<file path="src/assert_macros.svh">
// ----------------------------------------------------------------------------
// assert_macros.svh
// Assertion helpers, compiled out for synthesis.
// ----------------------------------------------------------------------------
`ifndef ASSERT_MACROS_SVH
`define ASSERT_MACROS_SVH

`ifndef SYNTHESIS
// Plain property, checked on every edge out of reset.
`define GTRG_ASSERT(lbl, clk, rstn, prop, msg) \
  lbl: assert property (@(posedge clk) disable iff (!(rstn)) (prop)) else $error(msg);
// Same-cycle implication.
`define GTRG_ASSERT_IMPL(lbl, clk, rstn, ante, cons, msg) \
  lbl: assert property (@(posedge clk) disable iff (!(rstn)) (ante) |-> (cons)) \
    else $error(msg);
`else
`define GTRG_ASSERT(lbl, clk, rstn, prop, msg)
`define GTRG_ASSERT_IMPL(lbl, clk, rstn, ante, cons, msg)
`endif

`endif

</file>
<file path="src/gtrg_pkg.sv">
// ----------------------------------------------------------------------------
// gtrg_pkg
// Shared types, register indices and the 6x4 glyph ROM.
// ----------------------------------------------------------------------------
package gtrg_pkg;

  localparam int unsigned ROWS_PER_GLYPH = 6;
  localparam int unsigned COLS_PER_GLYPH = 4;
  localparam int unsigned GLYPH_BITS     = ROWS_PER_GLYPH * COLS_PER_GLYPH;
  localparam int unsigned IDX_W          = $clog2(GLYPH_BITS);

  // Config register indices
  localparam logic [1:0] CFG_ORIGIN_X   = 2'd0;
  localparam logic [1:0] CFG_ORIGIN_Y   = 2'd1;
  localparam logic [1:0] CFG_PIXEL_SIZE = 2'd2;
  localparam logic [1:0] CFG_DRAW_COLOR = 2'd3;

  typedef struct packed {
    logic [15:0] origin_x;
    logic [15:0] origin_y;
    logic [7:0]  pixel_size;
    logic [31:0] draw_color;
  } cfg_t;

  // One classified character: lit bits (bit row*4+col) and its cursor.
  typedef struct packed {
    logic [GLYPH_BITS-1:0] bits;
    logic [31:0]           cursor;
  } q_entry_t;

  typedef struct packed {
    logic full;
    logic empty;
  } fifo_stat_t;

  typedef struct packed {
    logic busy;
    logic bits_nz;
  } bk_stat_t;

  function automatic logic [3:0] rev4(input logic [3:0] v);
    rev4 = {v[0], v[1], v[2], v[3]};
  endfunction

  // Leftmost column of a row nibble is its MSB; it goes to the lowest bit.
  function automatic logic [GLYPH_BITS-1:0] pack_rows(
    input logic [3:0] r0, input logic [3:0] r1, input logic [3:0] r2,
    input logic [3:0] r3, input logic [3:0] r4, input logic [3:0] r5);
    pack_rows = {rev4(r5), rev4(r4), rev4(r3), rev4(r2), rev4(r1), rev4(r0)};
  endfunction

  // Code must already be upper case. Zero means blank glyph.
  function automatic logic [GLYPH_BITS-1:0] glyph_bits(input logic [7:0] code);
    case (code)
      8'h30, 8'h4F: glyph_bits = pack_rows(4'h6, 4'h9, 4'h9, 4'h9, 4'h9, 4'h6); // 0 O
      8'h31:        glyph_bits = pack_rows(4'h2, 4'h6, 4'h2, 4'h2, 4'h2, 4'h7);
      8'h32:        glyph_bits = pack_rows(4'h6, 4'h9, 4'h2, 4'h4, 4'h8, 4'hF);
      8'h33:        glyph_bits = pack_rows(4'h6, 4'h9, 4'h2, 4'h1, 4'h9, 4'h6);
      8'h34:        glyph_bits = pack_rows(4'h1, 4'h3, 4'h5, 4'hF, 4'h1, 4'h1);
      8'h35, 8'h53: glyph_bits = pack_rows(4'hF, 4'h8, 4'hE, 4'h1, 4'h9, 4'h6); // 5 S
      8'h36:        glyph_bits = pack_rows(4'h6, 4'h8, 4'hE, 4'h9, 4'h9, 4'h6);
      8'h37:        glyph_bits = pack_rows(4'hF, 4'h1, 4'h2, 4'h4, 4'h4, 4'h4);
      8'h38:        glyph_bits = pack_rows(4'h6, 4'h9, 4'h6, 4'h9, 4'h9, 4'h6);
      8'h39:        glyph_bits = pack_rows(4'h6, 4'h9, 4'h9, 4'h7, 4'h1, 4'h6);
      8'h25:        glyph_bits = pack_rows(4'h9, 4'h1, 4'h2, 4'h4, 4'h8, 4'h9); // %
      8'h52:        glyph_bits = pack_rows(4'hE, 4'h9, 4'hE, 4'hA, 4'h9, 4'h9); // R
      8'h50:        glyph_bits = pack_rows(4'hE, 4'h9, 4'hE, 4'h8, 4'h8, 4'h8); // P
      8'h4D, 8'h4E: glyph_bits = pack_rows(4'h9, 4'hD, 4'hB, 4'h9, 4'h9, 4'h9); // M N
      8'h44:        glyph_bits = pack_rows(4'hE, 4'h9, 4'h9, 4'h9, 4'h9, 4'hE); // D
      8'h54:        glyph_bits = pack_rows(4'hF, 4'h6, 4'h6, 4'h6, 4'h6, 4'h6); // T
      8'h48:        glyph_bits = pack_rows(4'h9, 4'h9, 4'hF, 4'h9, 4'h9, 4'h9); // H
      8'h46:        glyph_bits = pack_rows(4'hF, 4'h8, 4'hE, 4'h8, 4'h8, 4'h8); // F
      8'h55:        glyph_bits = pack_rows(4'h9, 4'h9, 4'h9, 4'h9, 4'h9, 4'h6); // U
      8'h45:        glyph_bits = pack_rows(4'hF, 4'h8, 4'hE, 4'h8, 4'h8, 4'hF); // E
      8'h4C:        glyph_bits = pack_rows(4'h8, 4'h8, 4'h8, 4'h8, 4'h8, 4'hF); // L
      8'h43:        glyph_bits = pack_rows(4'h7, 4'h8, 4'h8, 4'h8, 4'h8, 4'h7); // C
      8'h57:        glyph_bits = pack_rows(4'h9, 4'h9, 4'h9, 4'hB, 4'hD, 4'h9); // W
      default:      glyph_bits = '0;
    endcase
  endfunction

endpackage

</file>
<file path="src/gtrg_front.sv">
// ----------------------------------------------------------------------------
// gtrg_front
// Accepts characters, looks up the glyph and tracks the text cursor.
// ----------------------------------------------------------------------------
module gtrg_front (
  input  logic                clk_i,
  input  logic                rst_ni,
  input  gtrg_pkg::cfg_t      cfg_i,
  input  logic                s_valid_i,
  output logic                s_ready_o,
  input  logic [7:0]          char_code_i,
  input  logic                text_start_i,
  input  gtrg_pkg::fifo_stat_t fifo_stat_i,
  output logic                push_o,
  output gtrg_pkg::q_entry_t  entry_o
);
  import gtrg_pkg::*;

  logic [31:0] cursor_q, cursor_d;
  logic [31:0] base;
  logic [7:0]  code_uc;
  logic [10:0] advance;
  logic        accept;

  assign s_ready_o = !fifo_stat_i.full;
  assign accept    = s_valid_i && s_ready_o;

  always_comb begin
    code_uc = char_code_i;
    if (char_code_i inside {[8'h61:8'h7A]}) begin
      code_uc = char_code_i - 8'h20;
    end
  end

  assign base    = text_start_i ? {{16{cfg_i.origin_x[15]}}, cfg_i.origin_x} : cursor_q;
  // (COLS + 1) * size = 4 * size + size
  assign advance = {1'b0, cfg_i.pixel_size, 2'b00} + {3'b000, cfg_i.pixel_size};

  assign entry_o.bits   = glyph_bits(code_uc);
  assign entry_o.cursor = base;
  // Blank glyphs only move the cursor.
  assign push_o         = accept && (entry_o.bits != '0);

  assign cursor_d = accept ? (base + {21'd0, advance}) : cursor_q;

  always_ff @(posedge clk_i or negedge rst_ni) begin
    if (!rst_ni) begin
      cursor_q <= '0;
    end else begin
      cursor_q <= cursor_d;
    end
  end

endmodule

</file>
<file path="src/gtrg_fifo.sv">
// ----------------------------------------------------------------------------
// gtrg_fifo
// Short queue of classified characters between front and back.
// ----------------------------------------------------------------------------
module gtrg_fifo #(
  parameter int unsigned DEPTH = 4
) (
  input  logic                        clk_i,
  input  logic                        rst_ni,
  input  logic                        push_i,
  input  gtrg_pkg::q_entry_t          entry_i,
  input  logic                        pop_i,
  output gtrg_pkg::q_entry_t          entry_o,
  output gtrg_pkg::fifo_stat_t        stat_o,
  output logic [$clog2(DEPTH+1)-1:0]  count_o
);
  import gtrg_pkg::*;

  localparam int unsigned PTR_W = (DEPTH > 1) ? $clog2(DEPTH) : 1;
  localparam int unsigned CNT_W = $clog2(DEPTH + 1);

  q_entry_t             mem_q [DEPTH];
  logic [PTR_W-1:0]     wr_ptr_q, wr_ptr_d, rd_ptr_q, rd_ptr_d;
  logic [CNT_W-1:0]     cnt_q, cnt_d;
  logic                 do_push, do_pop;

  function automatic logic [PTR_W-1:0] ptr_inc(input logic [PTR_W-1:0] p);
    ptr_inc = (p == PTR_W'(DEPTH - 1)) ? '0 : p + 1'b1;
  endfunction

  assign stat_o.full  = (cnt_q == CNT_W'(DEPTH));
  assign stat_o.empty = (cnt_q == '0);
  assign count_o      = cnt_q;
  assign do_push      = push_i && !stat_o.full;
  assign do_pop       = pop_i && !stat_o.empty;
  assign entry_o      = mem_q[rd_ptr_q];

  always_comb begin
    wr_ptr_d = do_push ? ptr_inc(wr_ptr_q) : wr_ptr_q;
    rd_ptr_d = do_pop  ? ptr_inc(rd_ptr_q) : rd_ptr_q;
    cnt_d    = cnt_q;
    if (do_push && !do_pop) begin
      cnt_d = cnt_q + 1'b1;
    end else if (do_pop && !do_push) begin
      cnt_d = cnt_q - 1'b1;
    end
  end

  always_ff @(posedge clk_i or negedge rst_ni) begin
    if (!rst_ni) begin
      wr_ptr_q <= '0;
      rd_ptr_q <= '0;
      cnt_q    <= '0;
    end else begin
      wr_ptr_q <= wr_ptr_d;
      rd_ptr_q <= rd_ptr_d;
      cnt_q    <= cnt_d;
    end
  end

  always_ff @(posedge clk_i) begin
    if (do_push) begin
      mem_q[wr_ptr_q] <= entry_i;
    end
  end

endmodule

</file>
<file path="src/gtrg_back.sv">
// ----------------------------------------------------------------------------
// gtrg_back
// Scans one glyph a bit per cycle, holding on a lit bit while the output is stalled, and emits a rectangle per lit bit.
// ----------------------------------------------------------------------------
module gtrg_back (
  input  logic                clk_i,
  input  logic                rst_ni,
  input  gtrg_pkg::cfg_t      cfg_i,
  input  gtrg_pkg::q_entry_t  entry_i,
  input  gtrg_pkg::fifo_stat_t fifo_stat_i,
  output logic                pop_o,
  output logic                m_valid_o,
  input  logic                m_ready_i,
  output logic [103:0]        m_data_o,
  output logic                m_last_o,
  output gtrg_pkg::bk_stat_t  stat_o
);
  import gtrg_pkg::*;

  logic                  busy_q, busy_d;
  logic [GLYPH_BITS-1:0] bits_q, bits_d, bits_left;
  logic [IDX_W-1:0]      idx_q, idx_d;
  logic [31:0]           cursor_q, cursor_d;
  logic                  ovalid_q, ovalid_d;
  logic [31:0]           rx_q, rx_d, ry_q, ry_d, rcol_q, rcol_d;
  logic [7:0]            rside_q, rside_d;
  logic                  rlast_q, rlast_d;
  logic                  out_free, lit, step, load;
  logic [1:0]            col;
  logic [2:0]            row;
  logic [9:0]            x_off;
  logic [10:0]           y_off;

  assign col       = idx_q[1:0];
  assign row       = idx_q[IDX_W-1:2];
  assign lit       = bits_q[idx_q];
  assign out_free  = !ovalid_q || m_ready_i;
  assign step      = busy_q && (!lit || out_free);
  assign bits_left = bits_q & ~(GLYPH_BITS'(1) << idx_q);
  assign load      = !busy_q && !fifo_stat_i.empty;
  assign pop_o     = load;

  assign x_off = 10'(col) * 10'(cfg_i.pixel_size);
  assign y_off = 11'(row) * 11'(cfg_i.pixel_size);

  always_comb begin
    busy_d   = busy_q;
    bits_d   = bits_q;
    idx_d    = idx_q;
    cursor_d = cursor_q;
    if (load) begin
      busy_d   = 1'b1;
      bits_d   = entry_i.bits;
      idx_d    = '0;
      cursor_d = entry_i.cursor;
    end else if (step) begin
      bits_d = bits_left;
      idx_d  = idx_q + 1'b1;
      busy_d = (bits_left != '0);
    end
  end

  always_comb begin
    ovalid_d = ovalid_q && !m_ready_i;
    rx_d     = rx_q;
    ry_d     = ry_q;
    rside_d  = rside_q;
    rcol_d   = rcol_q;
    rlast_d  = rlast_q;
    if (step && lit) begin
      ovalid_d = 1'b1;
      rx_d     = cursor_q + {22'd0, x_off};
      ry_d     = {{16{cfg_i.origin_y[15]}}, cfg_i.origin_y} + {21'd0, y_off};
      rside_d  = cfg_i.pixel_size;
      rcol_d   = cfg_i.draw_color;
      rlast_d  = (bits_left == '0);
    end
  end

  always_ff @(posedge clk_i or negedge rst_ni) begin
    if (!rst_ni) begin
      busy_q   <= 1'b0;
      ovalid_q <= 1'b0;
      idx_q    <= '0;
      bits_q   <= '0;
    end else begin
      busy_q   <= busy_d;
      ovalid_q <= ovalid_d;
      idx_q    <= idx_d;
      bits_q   <= bits_d;
    end
  end

  always_ff @(posedge clk_i) begin
    cursor_q <= cursor_d;
    rx_q     <= rx_d;
    ry_q     <= ry_d;
    rside_q  <= rside_d;
    rcol_q   <= rcol_d;
    rlast_q  <= rlast_d;
  end

  assign m_valid_o      = ovalid_q;
  assign m_data_o       = {rcol_q, rside_q, ry_q, rx_q};
  assign m_last_o       = rlast_q;
  assign stat_o.busy    = busy_q;
  assign stat_o.bits_nz = (bits_q != '0);

endmodule

</file>
<file path="src/glyph_text_rect_generator_top.sv">
// ----------------------------------------------------------------------------
// glyph_text_rect_generator_top
// Text characters in, one lit-pixel rectangle per output word out.
// ----------------------------------------------------------------------------
// Channel   Dir  Word contents                              Accepted when
// s_axis    in   tdata char_code, tuser text_start          tvalid & tready
// m_axis    out  tdata x,y,side,colour; tlast last_rect     tvalid & tready
// cfg       in   register index + data, no read-back        cfg_we_i high
//
// Front takes one character a cycle while the queue has room; blank glyphs
// only move the cursor. Back scans the 24 glyph bits one per cycle and stops
// after the last lit bit; it loads the next character from the queue only
// once idle. A stalled m_axis holds the back on lit bits only. Reset clears
// control state and the cursor; no clear pass.
// ----------------------------------------------------------------------------
`include "assert_macros.svh"

module glyph_text_rect_generator_top #(
  parameter int unsigned QUEUE_DEPTH = 4
) (
  input  logic          clk_i,
  input  logic          rst_ni,
  // slave side
  input  logic          s_axis_tvalid,
  output logic          s_axis_tready,
  input  logic [7:0]    s_axis_tdata,   // [7:0] char_code
  input  logic          s_axis_tuser,   // [0] text_start
  // master side
  output logic          m_axis_tvalid,
  input  logic          m_axis_tready,
  output logic [103:0]  m_axis_tdata,   // [31:0] rect_x, [63:32] rect_y,
                                        // [71:64] rect_side, [103:72] rect_color
  output logic          m_axis_tlast,   // last_rect
  // configuration
  input  logic          cfg_we_i,
  input  logic [1:0]    cfg_idx_i,
  input  logic [31:0]   cfg_wdata_i
);
  import gtrg_pkg::*;

  cfg_t       cfg_q, cfg_d;
  q_entry_t   fe_entry, bk_entry;
  fifo_stat_t fifo_stat;
  bk_stat_t   bk_stat;
  logic       push, pop;
  logic [$clog2(QUEUE_DEPTH+1)-1:0] q_count;

  // Register file
  always_comb begin
    cfg_d = cfg_q;
    if (cfg_we_i) begin
      case (cfg_idx_i)
        CFG_ORIGIN_X:   cfg_d.origin_x   = cfg_wdata_i[15:0];
        CFG_ORIGIN_Y:   cfg_d.origin_y   = cfg_wdata_i[15:0];
        CFG_PIXEL_SIZE: cfg_d.pixel_size = cfg_wdata_i[7:0];
        CFG_DRAW_COLOR: cfg_d.draw_color = cfg_wdata_i;
        default:        cfg_d = cfg_q;
      endcase
    end
  end

  always_ff @(posedge clk_i or negedge rst_ni) begin
    if (!rst_ni) begin
      cfg_q.origin_x   <= '0;
      cfg_q.origin_y   <= '0;
      cfg_q.pixel_size <= 8'd1;
      cfg_q.draw_color <= '1;
    end else begin
      cfg_q <= cfg_d;
    end
  end

  gtrg_front u_front (
    .clk_i        (clk_i),
    .rst_ni       (rst_ni),
    .cfg_i        (cfg_q),
    .s_valid_i    (s_axis_tvalid),
    .s_ready_o    (s_axis_tready),
    .char_code_i  (s_axis_tdata),
    .text_start_i (s_axis_tuser),
    .fifo_stat_i  (fifo_stat),
    .push_o       (push),
    .entry_o      (fe_entry)
  );

  gtrg_fifo #(.DEPTH(QUEUE_DEPTH)) u_fifo (
    .clk_i   (clk_i),
    .rst_ni  (rst_ni),
    .push_i  (push),
    .entry_i (fe_entry),
    .pop_i   (pop),
    .entry_o (bk_entry),
    .stat_o  (fifo_stat),
    .count_o (q_count)
  );

  gtrg_back u_back (
    .clk_i       (clk_i),
    .rst_ni      (rst_ni),
    .cfg_i       (cfg_q),
    .entry_i     (bk_entry),
    .fifo_stat_i (fifo_stat),
    .pop_o       (pop),
    .m_valid_o   (m_axis_tvalid),
    .m_ready_i   (m_axis_tready),
    .m_data_o    (m_axis_tdata),
    .m_last_o    (m_axis_tlast),
    .stat_o      (bk_stat)
  );

  // Scanning a glyph always leaves a lit bit pending until it finishes
  `GTRG_ASSERT_IMPL(a_busy_bits, clk_i, rst_ni, bk_stat.busy, bk_stat.bits_nz, "back busy with empty glyph")
  // Queue occupancy never exceeds its depth
  `GTRG_ASSERT(a_q_count, clk_i, rst_ni, q_count <= ($clog2(QUEUE_DEPTH+1))'(QUEUE_DEPTH), "queue count overrun")
  // Back only loads from a non-empty queue
  `GTRG_ASSERT_IMPL(a_pop_nonempty, clk_i, rst_ni, pop, !fifo_stat.empty, "pop from empty queue")
  // Front never pushes into a full queue
  `GTRG_ASSERT_IMPL(a_push_room, clk_i, rst_ni, push, !fifo_stat.full, "push into full queue")

endmodule

</file>
<file path="config.mk">
export PLATFORM = sky130hd
export DESIGN_NAME = glyph_text_rect_generator_top
export DESIGN_NICKNAME = d
export VERILOG_FILES = /design/src/gtrg_pkg.sv /design/src/gtrg_front.sv /design/src/gtrg_fifo.sv /design/src/gtrg_back.sv /design/src/glyph_text_rect_generator_top.sv
export VERILOG_INCLUDE_DIRS = /design/src /design/src/src
export SDC_FILE = /design/constraint.sdc
export NUM_CORES = 1
export LEC_CHECK = 0
export BUFFER_PORTS_ARGS = -buffer_cell sky130_fd_sc_hd__buf_2
export CELL_PAD_IN_SITES_DETAIL_PLACEMENT = 2
export CELL_PAD_IN_SITES_GLOBAL_PLACEMENT = 2
export CORE_ASPECT_RATIO = 1.25
export CORE_MARGIN = 2
export CORE_UTILIZATION = 47
export DETAILED_ROUTE_END_ITERATION = 12
export HOLD_SLACK_MARGIN = 0.08
export PLACE_DENSITY_LB_ADDON = 0.1
export SETUP_SLACK_MARGIN = 0.5
export SYNTH_ARGS = -nofsm -noshare
export SYNTH_HDL_FRONTEND = slang
export SYNTH_SLANG_ARGS = --single-unit
</file>
<file path="constraint.sdc">
create_clock -name clk_i -period 8.9 [get_ports clk_i]
set_input_delay 1.335 -clock clk_i [delete_from_list [all_inputs] [get_ports clk_i]]
set_output_delay 1.335 -clock clk_i [all_outputs]
set_load 0.01 [all_outputs]
</file>
==> metrics, run 1 <==
status complete, no violations; cell with the most instances after synthesis edfxtp_1; GRT Residual Overflow 0; Antenna Nets Post-Route 0; CTS Buf Count 48; die area 0.0503 mm2; clk sink count around 490; count of cell types in the netlist 82; Placed Cells 2323; Vias/cell 5.80; ys flop type edfxtp_1; CTS max path bufs 3; Cell Area, Synth 0.0228 mm2; Post-synth EDFFs approximately 350; synthesized net count 1735; Worst Hold Class reg -> reg; FFs w/ async S/R, synth 0.291; CP most frequent cell a21oi_1; relative slew slack 0.309; # setup viols final 0; kind of cell adding the most delay to the critical path adder cells; Layout area overhead 12.8%; die width 201 um; critical path class reg -> reg; Slew Viols, Final 0; vias in the first global route around 16000; Critical Path AT 5390 ps; Core Region around 0.048 mm2; TritonCTS clock tree built; clk root buf clkbuf_16; initial drt markers 687; metal1 wirelength 25100 um; Seq pwr share 0.419; post-synth top area share 0.456; Power Dens Cells 338 mW/mm2; leakage 9.73 nW; routed vias roughly 14000; wire per inst 26.9 um; Final Hold Viols 0; Syn Area/Cell between 10 and 15 um2; share of layout cells above drive strength 1 0.262; Yosys reg bits 488; area leader, netlist edfxtp_1; Clk pin slew, worst setup/hold paths 60 ps; max-cap violations 0; Die H approximately 250 um; first-pass GRT wire length 100000 um; # IOs 155; DP Wirelength 42100 um; RSZ-0062 raised after global routing false; WL met3 between 2000 and 2500 um; FMAX just under 200 MHz; Fin Setup TNS 0 ps; main area contributors after synthesis edfxtp_1, dfrtp_1, mux4_2; post-synthesis cell count 1596; DRC errors left 0; worst slew pin tran 1040 ps; Ant. Diodes 0; IO Port Bufs 154; fin cells ~2400; hold buffers post-CTS 0; Power, Total 8.70 mW; Pre-Repair DR Iteration Count 5; final net count 1868; critical path peak fanout 21; crit share post-route 0.569; flop-to-flop setup slack about 3800 ps; Clk pwr share 0.243; Crit. End Element flip-flop; Layout Skew 17.6 ps; Ys Warns 0; Gate power share 0.338; Clock Latency Late Sink around 600 ps; critical path buffer and inverter count 2; GR Util All Layers 0.264; Peak VDD IR about 240 uV; WL final 64900 um; initial cell density of the core 0.474; postcts setup bufs 0; type of origin of the critical path flip-flop; Int Pwr between 5 and 6 mW; initial antenna violation count 0; largest net degree at the start of global routing 75; max incr delay on CP 910 ps; H-tree levels 2; top layer in use met4; slowest CP cell dfrtp_1; Switching Fraction 0.353; met2 routed WL approximately 35000 um; P_sw 3.07 mW; crit path time final ~5000 ps; cell row count 90; GPL Wtd Cong 0.885; post-synthesis sequential area ratio 0.613; Post-synth top cells edfxtp_1, nand2_1, dfrtp_1; cell-by-cell trace of the critical path nand2_1, fa_1, inv_1, ha_1, fa_1, a21oi_1, nor2_1, nor2_1, o21bai_1, a21oi_1, xnor2_1, ha_1, and3_1, a21oi_1, inv_1, o31ai_1, a21boi_1, xor2_1; critical path required time 9230 ps; post_cts resized 0
## layout make-up
class / count / area, um2
fillers: 4440 / 22400
flip-flops and latches: 488 / 14000
multi-input cells: 959 / 8200
clock buffers: 71 / 1380
repair buffers: 162 / 837
well taps: 644 / 806
inverters: 70 / 265
clock inverters: 18 / 236
## power groups by stage
stage	logic, mW	registers [mW]	clock network [mW]
after CTS	2.99	3.65	2.16
after global placement	2.73	3.62	0
final	2.94	3.65	2.11
after detailed placement	2.93	3.67	0
after floorplan	1.94	3.63	0
after global routing	3.27	3.71	2.23
## logic make-up after synthesis
group | after synthesis | share of synthesized area
buf+inv | 149 | 0.0277
mux | 188 | 0.123
compound gates | 251 | 0.0717
simple gates | 349 | 0.0759
flops | 488 | 0.613
xor+xnor | 80 | 0.0307
fa+ha+maj | 91 | 0.0578
## state kept, by name (all words and copies together), names as in the netlist
signal and cells:
u_back.busy_q 1, u_back.bits_q 24, u_fifo.mem_q 224, u_back.rx_q 32
cfg_q 72, u_back.idx_q 5, u_fifo.wr_ptr_q 2, u_back.m_last_o 1
u_back.cursor_q 32, u_back.rcol_q 32, u_fifo.count_o 3, u_front.cursor_q 32
u_fifo.rd_ptr_q 2, u_back.rside_q 8, u_back.m_valid_o 1, u_back.ry_q 17
## path summary, 6_finish.rpt
path | from | cells past startpoint | endpoint
max | u_back.idx_q[3]$_DFFE_PN0P_ | 18 | u_back.ry_q[12]$_DFFE_PP_
min | u_front.cursor_q[9]$_DFFE_PN0P_ | 2 | u_front.cursor_q[9]$_DFFE_PN0P_
max reg2reg | u_back.idx_q[3]$_DFFE_PN0P_ | 18 | u_back.ry_q[12]$_DFFE_PP_
min reg2reg | u_front.cursor_q[9]$_DFFE_PN0P_ | 2 | u_front.cursor_q[9]$_DFFE_PN0P_
max in group asynchronous | rst_ni | 2 | u_front.cursor_q[31]$_DFFE_PN0P_
min in group asynchronous | rst_ni | 1 | cfg_q[46]$_DFFE_PN0P_
## per-stage QoR
stage	instance area, um2	util	hold WS (ps)	worst slack (ps)
after floorplan	22800	-	445	3700
after global placement	24100	0.501	463	3500
after detailed placement	24100	0.501	491	3390
after CTS	25700	0.535	508	3820
after global routing	25700	0.535	529	3520
final	25700	0.535	503	3840
## per-layer routing
layer,global-route usage,vias up
met1,0.307,7368
met4,0.0929,0
li1,-,6163
met2,0.495,322
met3,0.0390,144
met5,0,-
## worst reg2reg max path, stage by stage, from the launching register on
cell and delay, ps:
dfrtp_1 910, nand2_1 230, fa_1 570, inv_1 50
ha_1 220, fa_1 410, a21oi_1 150, nor2_1 60
nor2_1 160, o21bai_1 80, a21oi_1 240, xnor2_1 160
ha_1 320, and3_1 180, a21oi_1 140, inv_1 90
o31ai_1 490, a21boi_1 180, xor2_1 180
## cell usage in the layout, fill, tap and decap left out, drive strengths merged, types with 18 or more instances in the layout
cell type / Yosys / layout
xnor2: 45 / 45
a31oi: 18 / 18
nand3: 24 / 24
edfxtp: 346 / 346
nor2: 61 / 61
dfstp: 33 / 33
xor2: 35 / 35
inv: 69 / 70
buf: 36 / 162
nor3: 22 / 22
o21ai: 60 / 60
mux4: 63 / 63
fa: 24 / 24
nand2: 119 / 119
mux2i: 30 / 30
clkbuf: 43 / 71
mux2: 95 / 95
and2: 19 / 19
ha: 67 / 67
nor2b: 27 / 27
a21oi: 80 / 80
dfrtp: 109 / 109
and3: 20 / 20
a21o: 21 / 21
Note: power is estimated with default switching activity, not from simulation.
==> run 2, diff against run 1 <==
--- a/config.mk
+++ b/config.mk
@@ -6,12 +6,13 @@
 export SDC_FILE = /design/constraint.sdc
 export NUM_CORES = 1
 export LEC_CHECK = 0
+export ABC_AREA = 1
 export BUFFER_PORTS_ARGS = -buffer_cell sky130_fd_sc_hd__buf_2
 export CELL_PAD_IN_SITES_DETAIL_PLACEMENT = 2
 export CELL_PAD_IN_SITES_GLOBAL_PLACEMENT = 2
 export CORE_ASPECT_RATIO = 1.25
 export CORE_MARGIN = 2
-export CORE_UTILIZATION = 47
+export CORE_UTILIZATION = 36
 export DETAILED_ROUTE_END_ITERATION = 12
 export HOLD_SLACK_MARGIN = 0.08
 export PLACE_DENSITY_LB_ADDON = 0.1
==> constraint.sdc (replaced) <==
create_clock -name clk_i -period 4.16 [get_ports clk_i]
set_input_delay 0.624 -clock clk_i [delete_from_list [all_inputs] [get_ports clk_i]]
set_output_delay 0.624 -clock clk_i [all_outputs]
set_load 0.01 [all_outputs]
==> metrics, run 2 <==
status complete, no violations; Final Hold Viols 0 (unchanged); Die H 288 um (+15%); final net count 2583 (+38%); Antenna Nets Post-Route 0 (unchanged); Ys Warns 0 (unchanged); GR Util All Layers 0.211 (-0.0534); clk root buf clkbuf_16; area of the multi-input gates 0.00823 mm2 (+0.37%); Filler Cell Count 6829 (+54%); Crit. End Element flip-flop; Post-synth top cells nand2_1, edfxtp_1, o21ai_0; die width 231 um (+15%); RSZ-0062 raised after global routing true; die area 0.0664 mm2 (+32%); Peak VDD IR 396 uV (+66%); area leader, netlist edfxtp_1; critical path required time 4520 ps (-4710 ps); clk sink count 488 (unchanged); Layout area overhead 18.1%; Power Dens Cells 735 mW/mm2 (+120%); H-tree levels 2 (unchanged); first-pass GRT wire length 109000 um (+8.7%); post-synthesis sequential area ratio 0.604 (-0.00990); ys flop type edfxtp_1; wire per inst 21.0 um (-22%); initial drt markers 651 (-5.2%); commonest cells after routing, fill and taps aside nand2_1, edfxtp_1, o21ai_0; Yosys reg bits 488 (unchanged); count of cell types in the netlist 49 (-40%); Core Region 0.0640 mm2 (+33%); design area 0.0274 mm2 (+6.4%); Clk pin slew, worst setup/hold paths 60 ps (about the same); initial cell density of the core 0.362 (-0.112); routed vias 17000 (+22%); cell row count 104 (+16%); worst slew pin tran 1200 ps (+167 ps); worst slack, placed 12.5 ps (-3380 ps); GPL Wtd Cong 0.843 (-4.8%); CTS max path bufs 3 (unchanged); Slew Viols, Final 0 (unchanged); slowest CP cell dfstp_2; largest net degree at the start of global routing 115 (+53%); share of layout cells above drive strength 1 0.193 (-0.0694); Syn Area/Cell 10.3 um2 (-28%); crit share post-route 0.890 (+0.322); main area contributors after synthesis edfxtp_1, dfrtp_1, nand2_1; number of flip-flops in the largest register 224 (unchanged); post-synth top area share 0.448 (-0.00736); initial antenna violation count 0 (unchanged); post-synthesis cell count 2249 (+41%); placed instance area 0.0252 mm2 (+4.5%); max-cap violations 0 (unchanged); max incr delay on CP 560 ps (-350 ps); most common cell after layout, fill and taps aside nand2_1; Vias/cell 5.11 (-12%); FFs w/ async S/R, synth 0.291 (unchanged); FMAX 270 MHz (+37%); Layout Skew 53.5 ps (+35.9 ps); cell-by-cell trace of the critical path nand2_2, fa_1, inv_1, ha_2, fa_2, buf_4, xor2_1, ha_2, nand2_1, nor2_1, a21oi_2, nor2_4, o21ai_2, nand2_2, a21oi_2, nor2_2, xor2_1; type of origin of the critical path flip-flop; Final WS setup 457 ps (-3380 ps); Worst Hold Class in -> reg; Power, Total 20.1 mW (+130%); Biggest register u_fifo.mem_q; top flop regs u_fifo.mem_q (224), cfg_q (72); vias in the first global route 19100 (+18%); TritonCTS clock tree built; Fin Setup TNS 0 ps (unchanged); Cell Area, Synth 0.0232 mm2 (+1.6%); crit path time final 3700 ps (-1360 ps); Pre-Repair DR Iteration Count 5 (unchanged); Critical Path AT 4060 ps (-1330 ps); synthesized net count 2388 (+38%); Seq. cell area 0.0140 mm2 (about the same); Post-synth EDFFs 346 (unchanged); CTS Buf Count 52 (+8.3%); cell with the most instances after synthesis nand2_1; WL final 70000 um (+7.9%); IO Port Bufs 154 (unchanged); GRT Residual Overflow 0 (unchanged); # setup viols final 0 (unchanged); Ant. Diodes 0 (unchanged); leakage 11.4 nW (+17%); # IOs 155 (unchanged); relative slew slack 0.198 (-0.111); critical path class reg -> reg; critical path peak fanout 5 (-76%); DP Wirelength 49200 um (+17%); Clock Latency Late Sink 650 ps (+60 ps); DRC errors left 0 (unchanged)
-- run 2: cell types whose count changed in the layout (fill, tap and decap cells not counted), moves of 27 or more --
cell,change
buf_4,+85
o22ai_1,+55
nor2_1,+139
nor2b_1,-27
o21ai_0,+206
nand3_1,+56
mux4_2,-63
mux2i_1,-30
inv_1,+132
mux2_2,-77
nand2_1,+328
-- run 2: cell type report --
| cell class | instances | area share |
|---|---|---|
| timing repair buffer | 254 | 0.0580 |
| inverter | 207 | 0.0286 |
| multi-input combinational | 1441 | 0.301 |
| clock buffer | 64 | 0.0499 |
| tap | 848 | 0.0388 |
| sequential | 488 | 0.511 |
| clock inverter | 34 | 0.0127 |
-- run 2: layer usage --
metal  GRT usage  vias to the layer above  part of all wire
met2       0.397                      236              0.53
met1       0.253                     8680              0.42
met5           0                        -                 0
li1            -                     8030                 -
met4      0.0585                        0             0.026
met3      0.0238                       99             0.025
-- run 2: worst paths after layout --
path | slack, ps | cells after the start | startpoint | to
min in group asynchronous | 590 | 2 | rst_ni | u_front.cursor_q[30]$_DFFE_PN0P_
max | 460 | 17 | cfg_q[32]$_DFFE_PN1P_ | u_back.ry_q[12]$_DFFE_PP_
max in group asynchronous | 2560 | 3 | rst_ni | cfg_q[31]$_DFFE_PN1P_
min reg2reg | 480 | 2 | u_front.cursor_q[13]$_DFFE_PN0P_ | u_front.cursor_q[13]$_DFFE_PN0P_
min | 230 | 2 | m_axis_tready | u_back.m_valid_o$_DFF_PN0_
max reg2reg | 460 | 17 | cfg_q[32]$_DFFE_PN1P_ | u_back.ry_q[12]$_DFFE_PP_
-- run 2: through the flow --
stage	hold slack, ps	utilization	instances
2_1_floorplan	328	-	2249
3_3_place_gp	465	0.393	3209
3_5_place_dp	471	0.393	3209
4_1_cts	193	0.423	3321
5_1_grt	202	0.428	3336
6_report	229	0.428	3336
-- run 2: logic make-up (layout without fill, tap and decap cells) --
logic type	count (synthesis)	after routing	synth area share
compound gates	449	449	0.107
buf+inv	320	559	0.0561
simple gates	815	815	0.142
mux	16	16	0.00778
xor+xnor	70	70	0.0265
fa+ha+maj	91	91	0.0569
flops	488	488	0.604
-- run 2: report_power, final --
part	total (mW)	internal, mW	switching, mW
clock network	4.65	2.61	2.04
logic	7.48	2.48	5.00
registers	7.99	7.32	0.673
total	20.1	12.4	7.71
-- run 2: repair_timing --
item / 4_1_cts / 5_1_grt
gates resized for setup: 28 / 48
pin swaps: 16 / 34
hold buffers: 1 / 0
setup endpoints to repair: 18 / 131
buffers inserted: 13 / 15
endpoints found under the hold margin: 22 / 0
-- run 2: critical path: cells and delay by family (launching register included) --
kind,cells,cell delay (ps)
XOR/XNOR,2,300
AO/OA/AOI/OAI,3,570
flip-flops,1,560
adder cells (fa/ha/maj),4,1390
buffers and inverters,2,190
AND/OR/NAND/NOR,6,460
==> run 3, diff against run 2 <==
==> constraint.sdc (replaced) <==
create_clock -name clk_i -period 4.16 [get_ports clk_i]
set_input_delay 0.832 -clock clk_i [delete_from_list [all_inputs] [get_ports clk_i]]
set_output_delay 0.832 -clock clk_i [all_outputs]
set_load 0.01 [all_outputs]
==> metrics, run 3 (synthesized netlist as in run 2, its figures left out) <==
Antenna Nets Post-Route 0 (unchanged); critical path buffer and inverter count 3 (+1); initial antenna violation count 0 (unchanged); slowest CP cell fa_1; DP Wirelength 49400 um (+0.32%); Crit. End Element flip-flop; type of origin of the critical path flip-flop; # setup viols final 0 (unchanged); Layout area overhead 18.2% (about the same); Clock Latency Late Sink 620 ps (-30 ps); # IOs 155 (unchanged); vias in the first global route 19400 (+1.7%); first-pass GRT wire length 110000 um (+0.56%); worst hold margin 275 ps (+45.5 ps); CP most frequent cell nand2_1; relative slew slack 0.279 (+0.0807); final net count 2594 (+0.43%); Seq. cell area 0.0140 mm2 (about the same); DRC errors left 0 (unchanged); GR Util All Layers 0.211 (+0.000521); Vias/cell 5.09 (-0.38%); Die H 288 um (unchanged); Worst Hold Class in -> async; Slew Viols, Final 0 (unchanged); leakage 11.4 nW (about the same); Final Hold Viols 0 (unchanged); most common cell after layout, fill and taps aside nand2_1; FMAX 270 MHz (about the same); share of layout cells above drive strength 1 0.192 (-0.000710); kind of cell adding the most delay to the critical path adder cells; critical path class reg -> reg; RSZ-0062 raised after global routing true; CTS max path bufs 3 (unchanged); Pre-Repair DR Iteration Count 4 (-1); area of the multi-input gates 0.00823 mm2 (about the same); Power Dens Cells 730 mW/mm2 (-0.64%); TritonCTS clock tree built; max incr delay on CP 530 ps (-30 ps); worst slack, placed -35.6 ps (-48.1 ps); H-tree levels 2 (unchanged); crit path time final 3700 ps (-1.75 ps); largest net degree at the start of global routing 82 (-29%); number of flip-flops in the largest register 224 (unchanged); critical path peak fanout 3 (-2); commonest cells after routing, fill and taps aside nand2_1, edfxtp_1, o21ai_0; initial cell density of the core 0.362 (unchanged); Final WS setup 459 ps (+1.74 ps); Clk pin slew, worst setup/hold paths 70 ps (about the same); GRT Residual Overflow 0 (unchanged); GPL Wtd Cong 0.838 (-0.55%); Peak VDD IR 361 uV (-9.0%); Biggest register u_fifo.mem_q; Core Region 0.0640 mm2 (unchanged); critical path required time 4510 ps (about the same); WL final 69900 um (-0.13%); max-cap violations 0 (unchanged); Power, Total 20.0 mW (-0.63%); die width 231 um (unchanged); clk root buf clkbuf_16; wire per inst 20.9 um (-0.25%); cell row count 104 (unchanged); status complete, no violations; top flop regs u_fifo.mem_q (224), cfg_q (72); cell-by-cell trace of the critical path buf_4, nand2_2, fa_1, inv_1, ha_2, fa_2, nand3_2, nand2_1, nand2_1, nand2_1, a21oi_2, xor2_1, inv_1, ha_4, nand2_2, o21ai_2, nand2_1, nand2_1, nand2_1, nand2_2, nand3_2, nor2_2, xor2_1; IO Port Bufs 154 (unchanged); Ant. Diodes 0 (unchanged); routed vias 17000 (-0.26%); die area 0.0664 mm2 (unchanged); Filler Cell Count 6810 (-0.28%); Critical Path AT 4050 ps (about the same); initial drt markers 806 (+24%); Layout Skew 30.0 ps (-23.4 ps); crit share post-route 0.890 (about the same); CTS Buf Count 52 (unchanged); Final Core Density 0.428 (about the same); clk sink count 488 (unchanged); worst slew pin tran 1080 ps (-124 ps)
==> run 3: cell count changes in the layout (fill, tap and decap cells not counted), sizes merged <==
cell	delta
inv	+1
clkbuf	+4
dlygate4sd3	-1
buf	+11
bufinv	-3
clkinv	-8
==> run 3: stage by stage <==
stage               std cells  instance area, um2  setup TNS (ps)
global placement         3222               25400               0
CTS                      3328               27200               0
finish                   3340               27400               0
global route             3340               27400               0
detailed placement       3222               25400           -35.6
floorplan                2249               23400          -27240
==> run 3: path summary, 6_finish.rpt <==
check,from,endpoint,slack [ps],cells after the start
max in group asynchronous,rst_ni,cfg_q[31]$_DFFE_PN1P_,2970,2
max reg2reg,cfg_q[34]$_DFFE_PN0P_,u_back.ry_q[15]$_DFFE_PP_,460,23
min in group clk_i,m_axis_tready,u_back.m_valid_o$_DFF_PN0_,430,2
min,rst_ni,u_back.idx_q[3]$_DFFE_PN0P_,270,1
max,cfg_q[34]$_DFFE_PN0P_,u_back.ry_q[15]$_DFFE_PP_,460,23
min reg2reg,u_front.cursor_q[13]$_DFFE_PN0P_,u_front.cursor_q[13]$_DFFE_PN0P_,480,2
==> run 3: layer usage <==
metal | track usage | routed length (um) | vias up
met1 | 0.256 | 29200 | 8632
met5 | 0 | 0 | -
met2 | 0.395 | 37000 | 222
met3 | 0.0261 | 2100 | 91
met4 | 0.0539 | 1590 | 0
li1 | - | - | 8056
==> run 3: what timing repair did <==
action,4_1_cts,5_1_grt
endpoints found under the setup margin,24,97
gates resized for setup,35,21
pin swaps,15,15
buffers inserted,15,11
hold buffers,0,0
cloned,0,1
==> run 3: where the power goes <==
part / total (mW) / leakage (nW) / switching [mW] / internal [mW]
Sequential: 8.04 / 4.93 / 0.725 / 7.31
Clock: 4.38 / 0.758 / 1.99 / 2.39
Combinational: 7.57 / 5.71 / 5.01 / 2.56
Total: 20.0 / 11.4 / 7.73 / 12.3
==> run 3: worst reg2reg max path: stages (launching register included) <==
cell     delay, ps
dfrtp_1        350
buf_4          130
nand2_2         60
fa_1           530
inv_1           40
ha_2           190
fa_2           360
nand3_2         90
nand2_1         60
nand2_1         80
nand2_1         80
a21oi_2        170
xor2_1         160
inv_1           90
ha_4           290
nand2_2         50
o21ai_2        150
nand2_1         70
nand2_1         80
nand2_1         60
nand2_2         90
nand3_2         90
nor2_2         110
xor2_1          90
==> run 3: final cells by class <==
cell class                 instances  area share
sequential                       488       0.511
multi-input combinational       1441       0.301
timing repair buffer             264      0.0634
clock buffer                      68      0.0497
tap                              848      0.0388
inverter                         207      0.0286
clock inverter                    23     0.00759
timing repair inverter             1    0.000183
